===== src/hw/rtl/fbpa_pkg.sv =====
// ----------------------------------------------------------------------------
// fbpa_pkg
// Shared types and codes of the fixed-size block pool allocator: request and
// response words, command and status codes, register indexes.
// ----------------------------------------------------------------------------
`default_nettype none

package fbpa_pkg;

	// Width of byte addresses carried on the ports
	localparam int ADDR_W = 32;
	localparam int REQ_BYTES_W = 17;
	localparam int COUNT_W = 9;
	localparam int CFG_DATA_W = 32;
	localparam int CFG_INDEX_W = 2;
	localparam int TOTAL_W = 9;
	localparam int LOG2_W = 5;

	// Block size limits (log2 of bytes)
	localparam logic [LOG2_W-1:0] LOG2_MIN = 5'd3;
	localparam logic [LOG2_W-1:0] LOG2_MAX = 5'd16;

	// Commands
	localparam logic [1:0] CMD_ALLOC = 2'd0;
	localparam logic [1:0] CMD_FREE = 2'd1;
	localparam logic [1:0] CMD_REBUILD = 2'd2;

	// Response status
	localparam logic [1:0] STAT_OK = 2'd0;
	localparam logic [1:0] STAT_EMPTY = 2'd1;
	localparam logic [1:0] STAT_OUTSIDE = 2'd2;
	localparam logic [1:0] STAT_TOO_LARGE = 2'd3;

	// Configuration register indexes
	localparam logic [CFG_INDEX_W-1:0] REG_POOL_BASE = 2'd0;
	localparam logic [CFG_INDEX_W-1:0] REG_BLOCK_TOTAL = 2'd1;
	localparam logic [CFG_INDEX_W-1:0] REG_BLOCK_LOG2 = 2'd2;

	typedef struct packed {
		logic [1:0] cmd;
		logic [REQ_BYTES_W-1:0] request_bytes;
		logic [ADDR_W-1:0] free_addr;
	} req_t;

	typedef struct packed {
		logic [1:0] status;
		logic [ADDR_W-1:0] granted_addr;
		logic [COUNT_W-1:0] allocated_count;
	} rsp_t;

	// Result of the address mapping unit
	typedef struct packed {
		logic [ADDR_W-1:0] grant_addr;
		logic too_large;
		logic free_ok;
		logic [ADDR_W-1:0] free_idx;
		logic [ADDR_W-1:0] last_idx;
	} map_t;

endpackage

`default_nettype wire


===== src/hw/rtl/fbpa_ram.sv =====
// ----------------------------------------------------------------------------
// fbpa_ram
// Generic single-write, single-read RAM with a registered read port.
// ----------------------------------------------------------------------------
`default_nettype none

module fbpa_ram #(
	parameter int WIDTH = 9,
	parameter int DEPTH = 256
) (
	input  wire logic                     clk,
	input  wire logic                     we,
	input  wire logic [$clog2(DEPTH)-1:0] waddr,
	input  wire logic [WIDTH-1:0]         wdata,
	input  wire logic [$clog2(DEPTH)-1:0] raddr,
	output logic [WIDTH-1:0]              rdata
);

	logic [WIDTH-1:0] mem_q [DEPTH];

	// Write port
	always_ff @(posedge clk) begin
		if (we) begin
			mem_q[waddr] <= wdata;
		end
	end

	// Registered read port
	always_ff @(posedge clk) begin
		rdata <= mem_q[raddr];
	end

endmodule

`default_nettype wire


===== src/hw/rtl/fbpa_addr_map.sv =====
// ----------------------------------------------------------------------------
// fbpa_addr_map
// Maps between block indexes and byte addresses: grant address of the head
// block, range check and block index of a returned address, size check.
// ----------------------------------------------------------------------------
`default_nettype none

module fbpa_addr_map #(
	parameter int MAX_BLOCKS = 256
) (
	input  wire logic [fbpa_pkg::ADDR_W-1:0]      pool_base,
	input  wire logic [fbpa_pkg::TOTAL_W-1:0]     block_total,
	input  wire logic [fbpa_pkg::LOG2_W-1:0]      block_size_log2,
	input  wire logic [fbpa_pkg::ADDR_W-1:0]      head_idx,
	input  wire logic [fbpa_pkg::REQ_BYTES_W-1:0] request_bytes,
	input  wire logic [fbpa_pkg::ADDR_W-1:0]      free_addr,
	output fbpa_pkg::map_t                        map
);

	localparam int AW = fbpa_pkg::ADDR_W;

	logic [fbpa_pkg::LOG2_W-1:0] lg;
	logic [AW-1:0] total;
	logic [AW-1:0] total_raw;
	logic [AW-1:0] diff;
	logic [AW-1:0] idx;

	// Clamp the block size and the block count to their legal ranges
	always_comb begin
		if (block_size_log2 < fbpa_pkg::LOG2_MIN) begin
			lg = fbpa_pkg::LOG2_MIN;
		end else if (block_size_log2 > fbpa_pkg::LOG2_MAX) begin
			lg = fbpa_pkg::LOG2_MAX;
		end else begin
			lg = block_size_log2;
		end
	end

	assign total_raw = AW'(block_total);

	always_comb begin
		if (total_raw == '0) begin
			total = AW'(1);
		end else if (total_raw > AW'(MAX_BLOCKS)) begin
			total = AW'(MAX_BLOCKS);
		end else begin
			total = total_raw;
		end
	end

	// Offset into the pool and the block that holds it
	assign diff = free_addr - pool_base;
	assign idx = diff >> lg;

	assign map.grant_addr = pool_base + (head_idx << lg);
	assign map.too_large = AW'(request_bytes) > (AW'(1) << lg);
	assign map.free_ok = (free_addr >= pool_base) && (idx < total);
	assign map.free_idx = idx;
	assign map.last_idx = total - AW'(1);

endmodule

`default_nettype wire


===== src/hw/rtl/fixed_block_pool_allocator.sv =====
// ----------------------------------------------------------------------------
// fixed_block_pool_allocator
// Equal-size block pool with a LIFO free list held in a link memory.
// ----------------------------------------------------------------------------
// Each allocate or free first reads the link of the head block from the link
// RAM, then updates head, count and RAM and loads the response register; this
// update waits while an earlier response is still held. A rebuild answers in
// the same steps and then relinks the list at one block per cycle, over the
// clamped block count, before the next word is taken. After reset a relink
// sweep over all MAX_BLOCKS entries runs while requests stall; configuration
// writes are taken at any time. A finished response waits in its output
// register while the next request is already read.
`default_nettype none

module fixed_block_pool_allocator #(
	parameter int MAX_BLOCKS = 256
) (
	input  wire logic                               clk,
	input  wire logic                               arst_n,
	input  wire logic                               req_valid,
	output logic                                    req_stall,
	input  wire fbpa_pkg::req_t                     req,
	output logic                                    rsp_valid,
	input  wire logic                               rsp_stall,
	output fbpa_pkg::rsp_t                          rsp,
	input  wire logic                               cfg_we,
	input  wire logic [fbpa_pkg::CFG_INDEX_W-1:0]   cfg_index,
	input  wire logic [fbpa_pkg::CFG_DATA_W-1:0]    cfg_data
);

	localparam int IDX_W = $clog2(MAX_BLOCKS);
	localparam int LINK_W = $clog2(MAX_BLOCKS + 1);
	localparam int AW = fbpa_pkg::ADDR_W;
	localparam logic [LINK_W-1:0] LINK_END = LINK_W'(MAX_BLOCKS);

	localparam logic [1:0] ST_SWEEP = 2'd0;
	localparam logic [1:0] ST_IDLE = 2'd1;
	localparam logic [1:0] ST_EXEC = 2'd2;

	logic [1:0] state_q;
	logic [IDX_W-1:0] sweep_q;
	logic [IDX_W-1:0] sweep_end_q;
	logic [LINK_W-1:0] head_q;
	logic [LINK_W-1:0] count_q;
	fbpa_pkg::req_t req_q;
	logic rsp_valid_q;
	fbpa_pkg::rsp_t rsp_q;

	logic [AW-1:0] pool_base_q;
	logic [fbpa_pkg::TOTAL_W-1:0] block_total_q;
	logic [fbpa_pkg::LOG2_W-1:0] block_log2_q;

	logic ram_we;
	logic [IDX_W-1:0] ram_waddr;
	logic [LINK_W-1:0] ram_wdata;
	logic [LINK_W-1:0] ram_rdata;

	fbpa_pkg::map_t map;

	logic req_fire;
	logic exec_fire;
	logic [LINK_W-1:0] head_d;
	logic [LINK_W-1:0] count_d;
	fbpa_pkg::rsp_t rsp_d;
	logic rebuild;
	logic free_wr;

	// Configuration registers
	always_ff @(posedge clk or negedge arst_n) begin
		if (!arst_n) begin
			pool_base_q <= '0;
			block_total_q <= fbpa_pkg::TOTAL_W'(256);
			block_log2_q <= fbpa_pkg::LOG2_W'(5);
		end else if (cfg_we) begin
			case (cfg_index)
				fbpa_pkg::REG_POOL_BASE: pool_base_q <= cfg_data[AW-1:0];
				fbpa_pkg::REG_BLOCK_TOTAL: block_total_q <= cfg_data[fbpa_pkg::TOTAL_W-1:0];
				fbpa_pkg::REG_BLOCK_LOG2: block_log2_q <= cfg_data[fbpa_pkg::LOG2_W-1:0];
				default: ;
			endcase
		end
	end

	// Link memory: one link per block, end of list is MAX_BLOCKS
	fbpa_ram #(
		.WIDTH(LINK_W),
		.DEPTH(MAX_BLOCKS)
	) u_link_ram (
		.clk(clk),
		.we(ram_we),
		.waddr(ram_waddr),
		.wdata(ram_wdata),
		.raddr(head_q[IDX_W-1:0]),
		.rdata(ram_rdata)
	);

	fbpa_addr_map #(
		.MAX_BLOCKS(MAX_BLOCKS)
	) u_addr_map (
		.pool_base(pool_base_q),
		.block_total(block_total_q),
		.block_size_log2(block_log2_q),
		.head_idx(AW'(head_q[IDX_W-1:0])),
		.request_bytes(req_q.request_bytes),
		.free_addr(req_q.free_addr),
		.map(map)
	);

	assign req_stall = (state_q != ST_IDLE);
	assign req_fire = req_valid && !req_stall;
	assign exec_fire = (state_q == ST_EXEC) && (!rsp_valid_q || !rsp_stall);

	// Execute one command against head, count and link memory
	always_comb begin
		head_d = head_q;
		count_d = count_q;
		rebuild = 1'b0;
		free_wr = 1'b0;
		rsp_d.status = fbpa_pkg::STAT_OK;
		rsp_d.granted_addr = '0;
		case (req_q.cmd)
			fbpa_pkg::CMD_ALLOC: begin
				if (map.too_large) begin
					rsp_d.status = fbpa_pkg::STAT_TOO_LARGE;
				end else if (head_q == LINK_END) begin
					rsp_d.status = fbpa_pkg::STAT_EMPTY;
				end else begin
					rsp_d.granted_addr = map.grant_addr;
					head_d = ram_rdata;
					if (count_q != LINK_END) begin
						count_d = count_q + LINK_W'(1);
					end
				end
			end
			fbpa_pkg::CMD_FREE: begin
				if (!map.free_ok) begin
					rsp_d.status = fbpa_pkg::STAT_OUTSIDE;
				end else begin
					free_wr = 1'b1;
					head_d = LINK_W'(map.free_idx[IDX_W-1:0]);
					if (count_q != '0) begin
						count_d = count_q - LINK_W'(1);
					end
				end
			end
			fbpa_pkg::CMD_REBUILD: begin
				rebuild = 1'b1;
				head_d = '0;
				count_d = '0;
			end
			default: ;
		endcase
		rsp_d.allocated_count = fbpa_pkg::COUNT_W'(count_d);
	end

	// Link memory write: relink sweep or push of a freed block
	always_comb begin
		ram_we = 1'b0;
		ram_waddr = sweep_q;
		ram_wdata = (sweep_q == sweep_end_q) ? LINK_END : LINK_W'(sweep_q) + LINK_W'(1);
		if (state_q == ST_SWEEP) begin
			ram_we = 1'b1;
		end else if (exec_fire && free_wr) begin
			ram_we = 1'b1;
			ram_waddr = map.free_idx[IDX_W-1:0];
			ram_wdata = head_q;
		end
	end

	// Sequencer
	always_ff @(posedge clk or negedge arst_n) begin
		if (!arst_n) begin
			state_q <= ST_SWEEP;
			sweep_q <= '0;
			sweep_end_q <= IDX_W'(MAX_BLOCKS - 1);
			head_q <= '0;
			count_q <= '0;
		end else begin
			case (state_q)
				ST_SWEEP: begin
					if (sweep_q == sweep_end_q) begin
						sweep_q <= '0;
						state_q <= ST_IDLE;
					end else begin
						sweep_q <= sweep_q + IDX_W'(1);
					end
				end
				ST_IDLE: begin
					if (req_fire) begin
						state_q <= ST_EXEC;
					end
				end
				ST_EXEC: begin
					if (exec_fire) begin
						head_q <= head_d;
						count_q <= count_d;
						if (rebuild) begin
							sweep_q <= '0;
							sweep_end_q <= map.last_idx[IDX_W-1:0];
							state_q <= ST_SWEEP;
						end else begin
							state_q <= ST_IDLE;
						end
					end
				end
				default: state_q <= ST_IDLE;
			endcase
		end
	end

	// Capture the request word
	always_ff @(posedge clk) begin
		if (req_fire) begin
			req_q <= req;
		end
	end

	// Response register: hold until taken
	always_ff @(posedge clk or negedge arst_n) begin
		if (!arst_n) begin
			rsp_valid_q <= 1'b0;
		end else if (exec_fire) begin
			rsp_valid_q <= 1'b1;
		end else if (!rsp_stall) begin
			rsp_valid_q <= 1'b0;
		end
	end

	always_ff @(posedge clk) begin
		if (exec_fire) begin
			rsp_q <= rsp_d;
		end
	end

	assign rsp_valid = rsp_valid_q;
	assign rsp = rsp_q;

	// Head and count never pass the end-of-list mark
	a_head_range: assert property (@(posedge clk) disable iff (!arst_n)
		head_q <= LINK_END)
		else $error("free list head out of range");

	a_count_range: assert property (@(posedge clk) disable iff (!arst_n)
		count_q <= LINK_END)
		else $error("allocated count out of range");

	// A new response appears only from the execute step
	a_rsp_source: assert property (@(posedge clk) disable iff (!arst_n)
		$rose(rsp_valid_q) |-> $past(state_q == ST_EXEC))
		else $error("response without execute step");

	// An accepted word always moves on to execution
	a_accept_exec: assert property (@(posedge clk) disable iff (!arst_n)
		req_fire |=> state_q == ST_EXEC)
		else $error("accepted word not executed");

endmodule

`default_nettype wire


===== config.mk =====
export PLATFORM = sky130hd
export DESIGN_NAME = fixed_block_pool_allocator
export DESIGN_NICKNAME = d
export VERILOG_FILES = /design/src/hw/rtl/fbpa_pkg.sv /design/src/hw/rtl/fbpa_ram.sv /design/src/hw/rtl/fbpa_addr_map.sv /design/src/hw/rtl/fixed_block_pool_allocator.sv
export SDC_FILE = /design/constraint.sdc
export NUM_CORES = 2
export LEC_CHECK = 0
export BUFFER_PORTS_ARGS = -buffer_cell sky130_fd_sc_hd__buf_2
export CORE_ASPECT_RATIO = 0.9
export CORE_MARGIN = 8
export CORE_UTILIZATION = 30
export CTS_BUF_LIST = sky130_fd_sc_hd__clkbuf_4
export DETAILED_ROUTE_END_ITERATION = 10
export SYNTH_ARGS = -nofsm -noshare
export SYNTH_HDL_FRONTEND = slang
export SYNTH_SLANG_ARGS = --single-unit
export TNS_END_PERCENT = 20

===== constraint.sdc =====
create_clock -name clk -period 37.1 [get_ports clk]
set_input_delay 1.855 -clock clk [delete_from_list [all_inputs] [get_ports clk]]
set_output_delay 1.855 -clock clk [all_outputs]
set_load 0.02 [all_outputs]

## Word level (Yosys, flattened, before mapping)

Memory sizes are Yosys's and may differ from the RTL's. A register that Yosys moved wholly into a read port is not among the register bits.
Cells that the tools add are included.

| word-level totals | value |
|---|---|
| word-level logic and storage cells | 116 |
| memory bits (writable) | 2304 |
| register bits after elaboration | 177 |
| output and inout port bits | 45 |
| input port bits | 90 |
| memories kept | 1 |

Memories:

| name | depth | width | rd ports | clocked after memory_dff | wr ports | RTL line | RTL |
|---|---|---|---|---|---|---|---|
| u_link_ram.mem_q | 256 | 9 | 1 | 1 | 1 | fbpa_ram.sv:19 | `logic [WIDTH-1:0] mem_q [DEPTH];` |

| operators by class | value |
|---|---|
| mux-type cells | 41 |
| add/sub/neg operators | 7 |
| bitwise logic cells | 1 |
| shift-type cells | 3 |
| reduce and logical (&&, ||, !) cells | 24 |
| eq/ne operators | 18 |
| $lt $le $gt $ge | 6 |

Operators with widths:

| kind | number |
|---|---|
| 2-to-1 mux 9 bit | 13 |
| case mux 9 bit (3 select lines) | 2 |
| 2-to-1 mux 8 bit | 5 |
| adder 32 bit | 1 |
| greater-or-equal comparator 32 bit | 1 |
| > comparator 17 x 32 -> 1 bit | 1 |
| logical NOT 32 bit | 1 |
| less-than comparator 32 x 9 -> 1 bit | 1 |
| left shift 1 x 5 -> 32 bit, first input constant | 1 |
| left shift 8 x 5 -> 32 bit | 1 |
| >> shifter 32 x 5 -> 32 bit | 1 |
| subtractor 32 bit | 1 |
| case mux 8 bit (2 select lines) | 1 |
| inequality test 2 bit, second input constant | 7 |
| 2-to-1 mux 1 bit | 11 |
| 2-to-1 mux 2 bit | 5 |
| 2-to-1 mux 5 bit | 2 |
| adder 8 x 1 -> 9 bit, second input constant | 1 |
| adder 9 x 1 -> 9 bit, second input constant | 1 |
| == test 9 bit, second input constant | 1 |
| > comparator 9 bit, second input constant | 1 |
| inequality test 9 bit, second input constant | 1 |
| AND reduction 3 bit | 3 |
| nonzero test 9 bit | 1 |
| other kinds (21) | 36 |

## Logic depth before layout (Yosys ltp)

| depth | value |
|---|---|
| depth after elaboration | 13 |
| gate-level depth with buffers | 28 |
| mapped depth without buffers | 25 |

## By module

From an unflattened synthesis, not the netlist that was laid out.

| second synthesis, totals | value |
|---|---|
| cell total of the unflattened synthesis | 6097 |
| area, all modules | 105620.0 um2 |

By module, submodules not included:

| module | cells an instance | times used | sequential area each (um2) | area each (um2) |
|---|---|---|---|---|
| fbpa_ram | 4237 | 1 | 69366.5 | 89278.1 |
| fbpa_addr_map | 1291 | 1 | 0.0 | 8707.1 |
| fixed_block_pool_allocator | 569 | 1 | 4913.5 | 7634.8 |

## Worst setup path after synthesis

No wires, ideal clock.

| timing | value |
|---|---|
| kind | reg2reg |
| start | register block_log2_q[2] (netlist bit) |
| end | memory u_link_ram.mem_q[0][4], data pin |
| library setup time | 2233 ps |
| period minus slack after synthesis | 17432 ps |
| arrival time | 15199 ps |
| data required time | 34867 ps |
| setup slack | 19668 ps |
| cell stages (with the launch flop) | 23 |
| path buffers | 7 |
| cell sequence | dfstp_2 -> clkbuf_1 -> o21ba_2 -> nor2_1 -> clkbuf_1 -> buf_1 -> a21oi_1 -> mux2_2 -> a221oi_1 -> a211oi_1 -> a21oi_1 -> clkinv_1 -> clkbuf_1 -> ha_1 -> nand3_1 -> nand4b_1 -> o311a_1 -> or4_1 -> buf_2 -> a211oi_4 -> buf_2 -> buf_2 -> o31ai_1 |

| on the way | value |
|---|---|
| word-level cells in the longest chain between the ends | 11 |
| elaborated cells on any way between the ends | 12 |
| those cells by class | 3 x order compare; 1 x shift; 6 x mux; 2 x reduce/logical |

Ends and longest elaborated chain:

| item | RTL line | RTL |
|---|---|---|
| from (decl) | fixed_block_pool_allocator.sv:51 | `logic [fbpa_pkg::LOG2_W-1:0] block_log2_q;` |
| from (signal assigned) | fixed_block_pool_allocator.sv:73 | `block_log2_q <= fbpa_pkg::LOG2_W'(5);` |
| from (signal assigned) | fixed_block_pool_allocator.sv:78 | `fbpa_pkg::REG_BLOCK_LOG2: block_log2_q <= cfg_data[fbpa_pkg::LOG2_W-1:0];` |
| > comparator 5 bit | fbpa_addr_map.sv:32 | `end else if (block_size_log2 > fbpa_pkg::LOG2_MAX) begin` |
| 2-to-1 mux 5 bit | fbpa_addr_map.sv:32 |  |
| 2-to-1 mux 5 bit (*) | fbpa_addr_map.sv:30 | `if (block_size_log2 < fbpa_pkg::LOG2_MIN) begin` |
| >> shifter 32 x 5 -> 32 bit (*) | fbpa_addr_map.sv:53 | `assign idx = diff >> lg;` |
| less-than comparator 32 x 9 -> 1 bit (*) | fbpa_addr_map.sv:57 | `assign map.free_ok = (free_addr >= pool_base) && (idx < total);` |
| logical AND 1 bit (*) | fbpa_addr_map.sv:57 |  |
| 2-to-1 mux 1 bit (*) | fixed_block_pool_allocator.sv:136 | `if (!map.free_ok) begin` |
| 2-to-1 mux 1 bit (*) | fixed_block_pool_allocator.sv:121 | `case (req_q.cmd)` |
| logical AND 1 bit (*) | fixed_block_pool_allocator.sv:163 | `end else if (exec_fire && free_wr) begin` |
| 2-to-1 mux 9 bit (*) | fixed_block_pool_allocator.sv:163 |  |
| 2-to-1 mux 9 bit (*) | fixed_block_pool_allocator.sv:161 | `if (state_q == ST_SWEEP) begin` |
| via ram_wdata[4] | fixed_block_pool_allocator.sv:55 | `logic [LINK_W-1:0] ram_wdata;` |
| to (decl) | fbpa_ram.sv:19 |  |

Mark *: on every way through the listed nets, which the timed path passes. The rest lies on a longest branch.

## Final worst setup path

| timing | value |
|---|---|
| start | register pool_base_q[11] |
| end | memory u_link_ram.mem_q[247][6], data pin |

| on the way | value |
|---|---|
| word-level cells in the longest chain between the ends | 9 |
| elaborated cells on any way between the ends | 10 |
| those cells by class | 1 x add/sub; 2 x order compare; 1 x shift; 4 x mux; 2 x reduce/logical |

Ends and longest elaborated chain:

| item | RTL line | RTL |
|---|---|---|
| from (decl) | fixed_block_pool_allocator.sv:49 | `logic [AW-1:0] pool_base_q;` |
| from (signal assigned) | fixed_block_pool_allocator.sv:76 | `fbpa_pkg::REG_POOL_BASE: pool_base_q <= cfg_data[AW-1:0];` |
| subtractor 32 bit | fbpa_addr_map.sv:52 | `assign diff = free_addr - pool_base;` |
| >> shifter 32 x 5 -> 32 bit | fbpa_addr_map.sv:53 |  |
| less-than comparator 32 x 9 -> 1 bit | fbpa_addr_map.sv:57 |  |
| logical AND 1 bit (*) | fbpa_addr_map.sv:57 |  |
| 2-to-1 mux 1 bit (*) | fixed_block_pool_allocator.sv:136 |  |
| 2-to-1 mux 1 bit (*) | fixed_block_pool_allocator.sv:121 |  |
| logical AND 1 bit (*) | fixed_block_pool_allocator.sv:163 |  |
| 2-to-1 mux 9 bit (*) | fixed_block_pool_allocator.sv:163 |  |
| 2-to-1 mux 9 bit (*) | fixed_block_pool_allocator.sv:161 |  |
| via ram_wdata[6] | fixed_block_pool_allocator.sv:55 |  |

Marks and branches as above.

==> summary.txt <==
Clocking
  • Total setup buffers inserted after CTS: 0
  • H-tree levels: 6
  • Clk_lat worst skew: 1.33 ns
  • Root Driver: clkbuf_4
  • PostCTS Resize Cnt: 0
  • CTS tree: built
  • # hold bufs at CTS: 0
  • Clock Pin Slew Worst Setup and Hold Paths: 0.07 ns
  • Total clock sinks: 2490
  • Clk buf depth: 4
  • CTS buffer count: 614

Logic synthesis
  • Ys Warns: 0
  • Library cells used by synthesis: 91
  • EDFF count, synth: 2398
  • Mapped Area: 103600 sq um
  • Most common flop cell mapped by yosys: edfxtp_1
  • Cells after Synth: 5446
  • Syn_area_per_cell: 19.01 sq um
  • Synth async-reset ratio: 0.03333
  • Sequential share of the synthesized area: 0.7173
  • Yosys reg bits: 2490

Detailed routing
  • Routed wire length: 286800 um
  • Vias post-DR: 57750
  • ANT nets after route: 0
  • TritonRoute pass-1 iters: 6
  • Remaining DRCs: 0
  • Initial drt markers: 6998
  • WL/cell: 26.08 um
  • Vias per cell: 5.253

Timing
  • FMAX: 106.3 MHz
  • Slew at the pin closest to its max-slew limit: 1.431 ns
  • Rel. slew slack: 0.04579
  • Fin. Hold Viols: 0
  • Final setup TNS: 0 ns
  • Final Setup Violations: 0
  • Fin crit period: 9.405 ns
  • Worst hold slack: 0.4954 ns
  • Setup Skew: 0.1677 ns
  • RSZ-0062 raised after global routing: false
  • Pins Over Slew Limit: 0
  • Tcrit/Tclk final: 0.2535
  • Setup WS post-layout: 27.69 ns

Worst setup path
  • Setup crit end kind: flip-flop
  • Reg2reg start: pool_base_q[11]$_DFFE_PN0P_
  • CP delay by family, top: compound AO/OA/AOI/OAI gates
  • Worst EP arrival: 10.29 ns
  • Crit start category: flip-flop
  • R2R setup slack: 27.69 ns
  • Crit-path max cell delay: 0.93 ns
  • CP max-delay cell: a21oi_4
  • CP Max Fanout: 79
  • Worst Path Buf+Inv: 6
  • Worst R2R End: u_link_ram.mem_q[247][6]$_DFFE_PP_
  • Crit Path Class: reg -> reg
  • Worst R2R Path Depth: 26
  • Most used cell, CP: buf_4
  • Req. time, crit path: 37.98 ns

Power
  • Leakage power: 0.03206 uW
  • PD cells: 48.77 nW/um^2
  • Max VDD drop: 0.02089 mV

Global route
  • Overall Global Routing Usage: 0.1515
  • Vias in the first global route: 57980
  • Largest net degree at the start of global routing: 192
  • Overflow after GRT: 0
  • Initial antenna violation count: 18
  • First-pass GRT wire length: 414200 um

Finish
  • Net count, final: 6197
  • Area Growth Syn to Fin: 14.04%
  • Share of cells above drive strength 1: 0.3178
  • Final Instance Area: 118100 sq um

Placed design
  • IO buf count: 134
  • GPL Wtd Cong: 0.9352
  • Dpl hpwl: 177300 um
  • Placed cell area: 110200 sq um
  • Post-placement setup slack: 27.71 ns

Floorplan
  • Core Box Area: 343300 sq um
  • Die footprint: 364300 sq um
  • FP Rows: 204
  • # IOs: 135
  • Die H: 573.4 um
  • Die Span X: 635.3 um
  • Initial Utilization: 0.3016

Hold path
  • HP Start: sweep_end_q[7]$_DFFE_PN1P_
  • Worst hold path type: reg -> reg
  • Hold Path End: sweep_end_q[7]$_DFFE_PN1P_
  • Hold depth: 2

Job
  • # Max-Cap Violations: 0

Outcome
  • Outcome: finished, final reports clean
## flip-flops by register name, summed over array words and instances (netlist names)
name and flops:
pool_base_q 32, rsp_valid 1, u_link_ram.rdata 9, block_log2_q 5, req_q 51, state_q 2
rsp 43, sweep_q 8, head_q 9, block_total_q 9, count_q 9, sweep_end_q 8
u_link_ram.mem_q 2304
## final cells by class
type,count,area (sq um)
Sequential cell,2490,74300
Clock buffer,876,6576
Fill cell,32200,225200
Multi-Input combinational cell,2566,28270
Clock inverter,175,1230
Inverter,87,334.1
Timing Repair Buffer,250,1669
Antenna cell,18,45.04
Tap cell,4532,5670
## cell usage in the layout (no fill, tap or decap), types with 36 or more instances in the layout
cell / synthesis / layout
mux4_2: 730 / 730
ha_1: 96 / 96
nor3_1: 50 / 50
inv_1: 85 / 82
mux2i_1: 80 / 71
xnor2_1: 36 / 36
nand2_1: 204 / 204
buf_2: 25 / 133
clkinv_1: 2 / 118
o21ai_0: 126 / 123
a21oi_1: 176 / 165
buf_4: 1 / 107
nor2_1: 407 / 405
clkbuf_4: 0 / 876
nand3_1: 43 / 43
mux2_2: 40 / 37
dfrtp_1: 72 / 66
edfxtp_1: 2398 / 2398
a21o_1: 40 / 39
## power by group
part           leakage [uW]  total, uW  switching, uW  internal (uW)
Clock               0.00460       2320           1110           1220
Sequential           0.0192       3050           11.1           3040
Combinational       0.00830        382            259            123
Total                0.0321       5760           1380           4380
## how the worst max path moves through the flow
| stage | start | cells past startpoint | to | slack [ns] |
|---|---|---|---|---|
| 3_3_place_gp | pool_base_q[4]$_DFFE_PN0P_ | 27 | u_link_ram.mem_q[251][0]$_DFFE_PP_ | 27.55 |
| 2_1_floorplan | block_log2_q[2]$_DFFE_PN1P_ | 22 | u_link_ram.mem_q[0][4]$_DFFE_PP_ | 19.67 |
| 4_1_cts | pool_base_q[11]$_DFFE_PN0P_ | 24 | u_link_ram.mem_q[233][0]$_DFFE_PP_ | 27.73 |
| 3_5_place_dp | pool_base_q[11]$_DFFE_PN0P_ | 24 | u_link_ram.mem_q[233][0]$_DFFE_PP_ | 27.71 |
| 5_1_grt | pool_base_q[11]$_DFFE_PN0P_ | 26 | u_link_ram.mem_q[247][6]$_DFFE_PP_ | 27.24 |
| 6_report | pool_base_q[11]$_DFFE_PN0P_ | 26 | u_link_ram.mem_q[247][6]$_DFFE_PP_ | 27.69 |
## metal layers
| layer | track usage | wire (um) | vias to the layer above |
|---|---|---|---|
| li1 | - | - | 23920 |
| met1 | 0.2162 | 123500 | 30160 |
| met2 | 0.2207 | 124900 | 3188 |
| met3 | 0.04747 | 30580 | 481 |
| met4 | 0.04584 | 7784 | 2 |
| met5 | 0 | 13 | - |
## cell families after synthesis
logic type / share of synthesized area
other: 0.00007252
buffers and inverters: 0.01491
flip-flops: 0.7173
AND/OR/NAND/NOR: 0.04033
adder cells (fa/ha/maj): 0.01199
AO/OA/AOI/OAI: 0.03947
multiplexers: 0.1708
XOR/XNOR: 0.005063
## stage by stage
stage / util / power, uW / instances
after floorplan: - / 3346 / 5458
after global placement: 0.3209 / 3481 / 9922
after detailed placement: 0.3211 / 3479 / 9924
after CTS: 0.3438 / 5795 / 10980
after global routing: 0.3439 / 5968 / 10980
final: 0.3440 / 5759 / 10990
## cell usage after synthesis, drive strengths merged, types with 72 or more instances
cell	count	area share
a21oi	176	0.0085
buf	98	0.0039
clkbuf	217	0.0079
dfrtp	72	0.017
edfxtp	2398	0.70
ha	96	0.012
inv	85	0.0031
mux2i	80	0.0077
mux4	730	0.16
nand2	204	0.0074
nor2	408	0.015
o21ai	128	0.0062
## worst reg2reg max path, cell delays in order, from the launching register on
cell	delay, ns
dfrtp_1	0.36
inv_1	0.06
ha_1	0.36
a21oi_1	0.45
o21ai_0	0.18
a211o_1	0.34
a21oi_1	0.17
mux2_2	0.40
nor2_1	0.09
or3_1	0.18
nand2_1	0.06
o21ai_0	0.08
a211oi_1	0.12
a21oi_4	0.93
clkinv_1	0.33
ha_1	0.42
nand3_1	0.09
nand4b_1	0.10
o311a_1	0.36
or4_1	0.76
a211oi_4	0.34
buf_4	0.40
nand2_1	0.17
o31ai_4	0.10
buf_4	0.49
buf_4	0.75
buf_4	0.92
No activity file was read; power rests on OpenSTA's default activity.
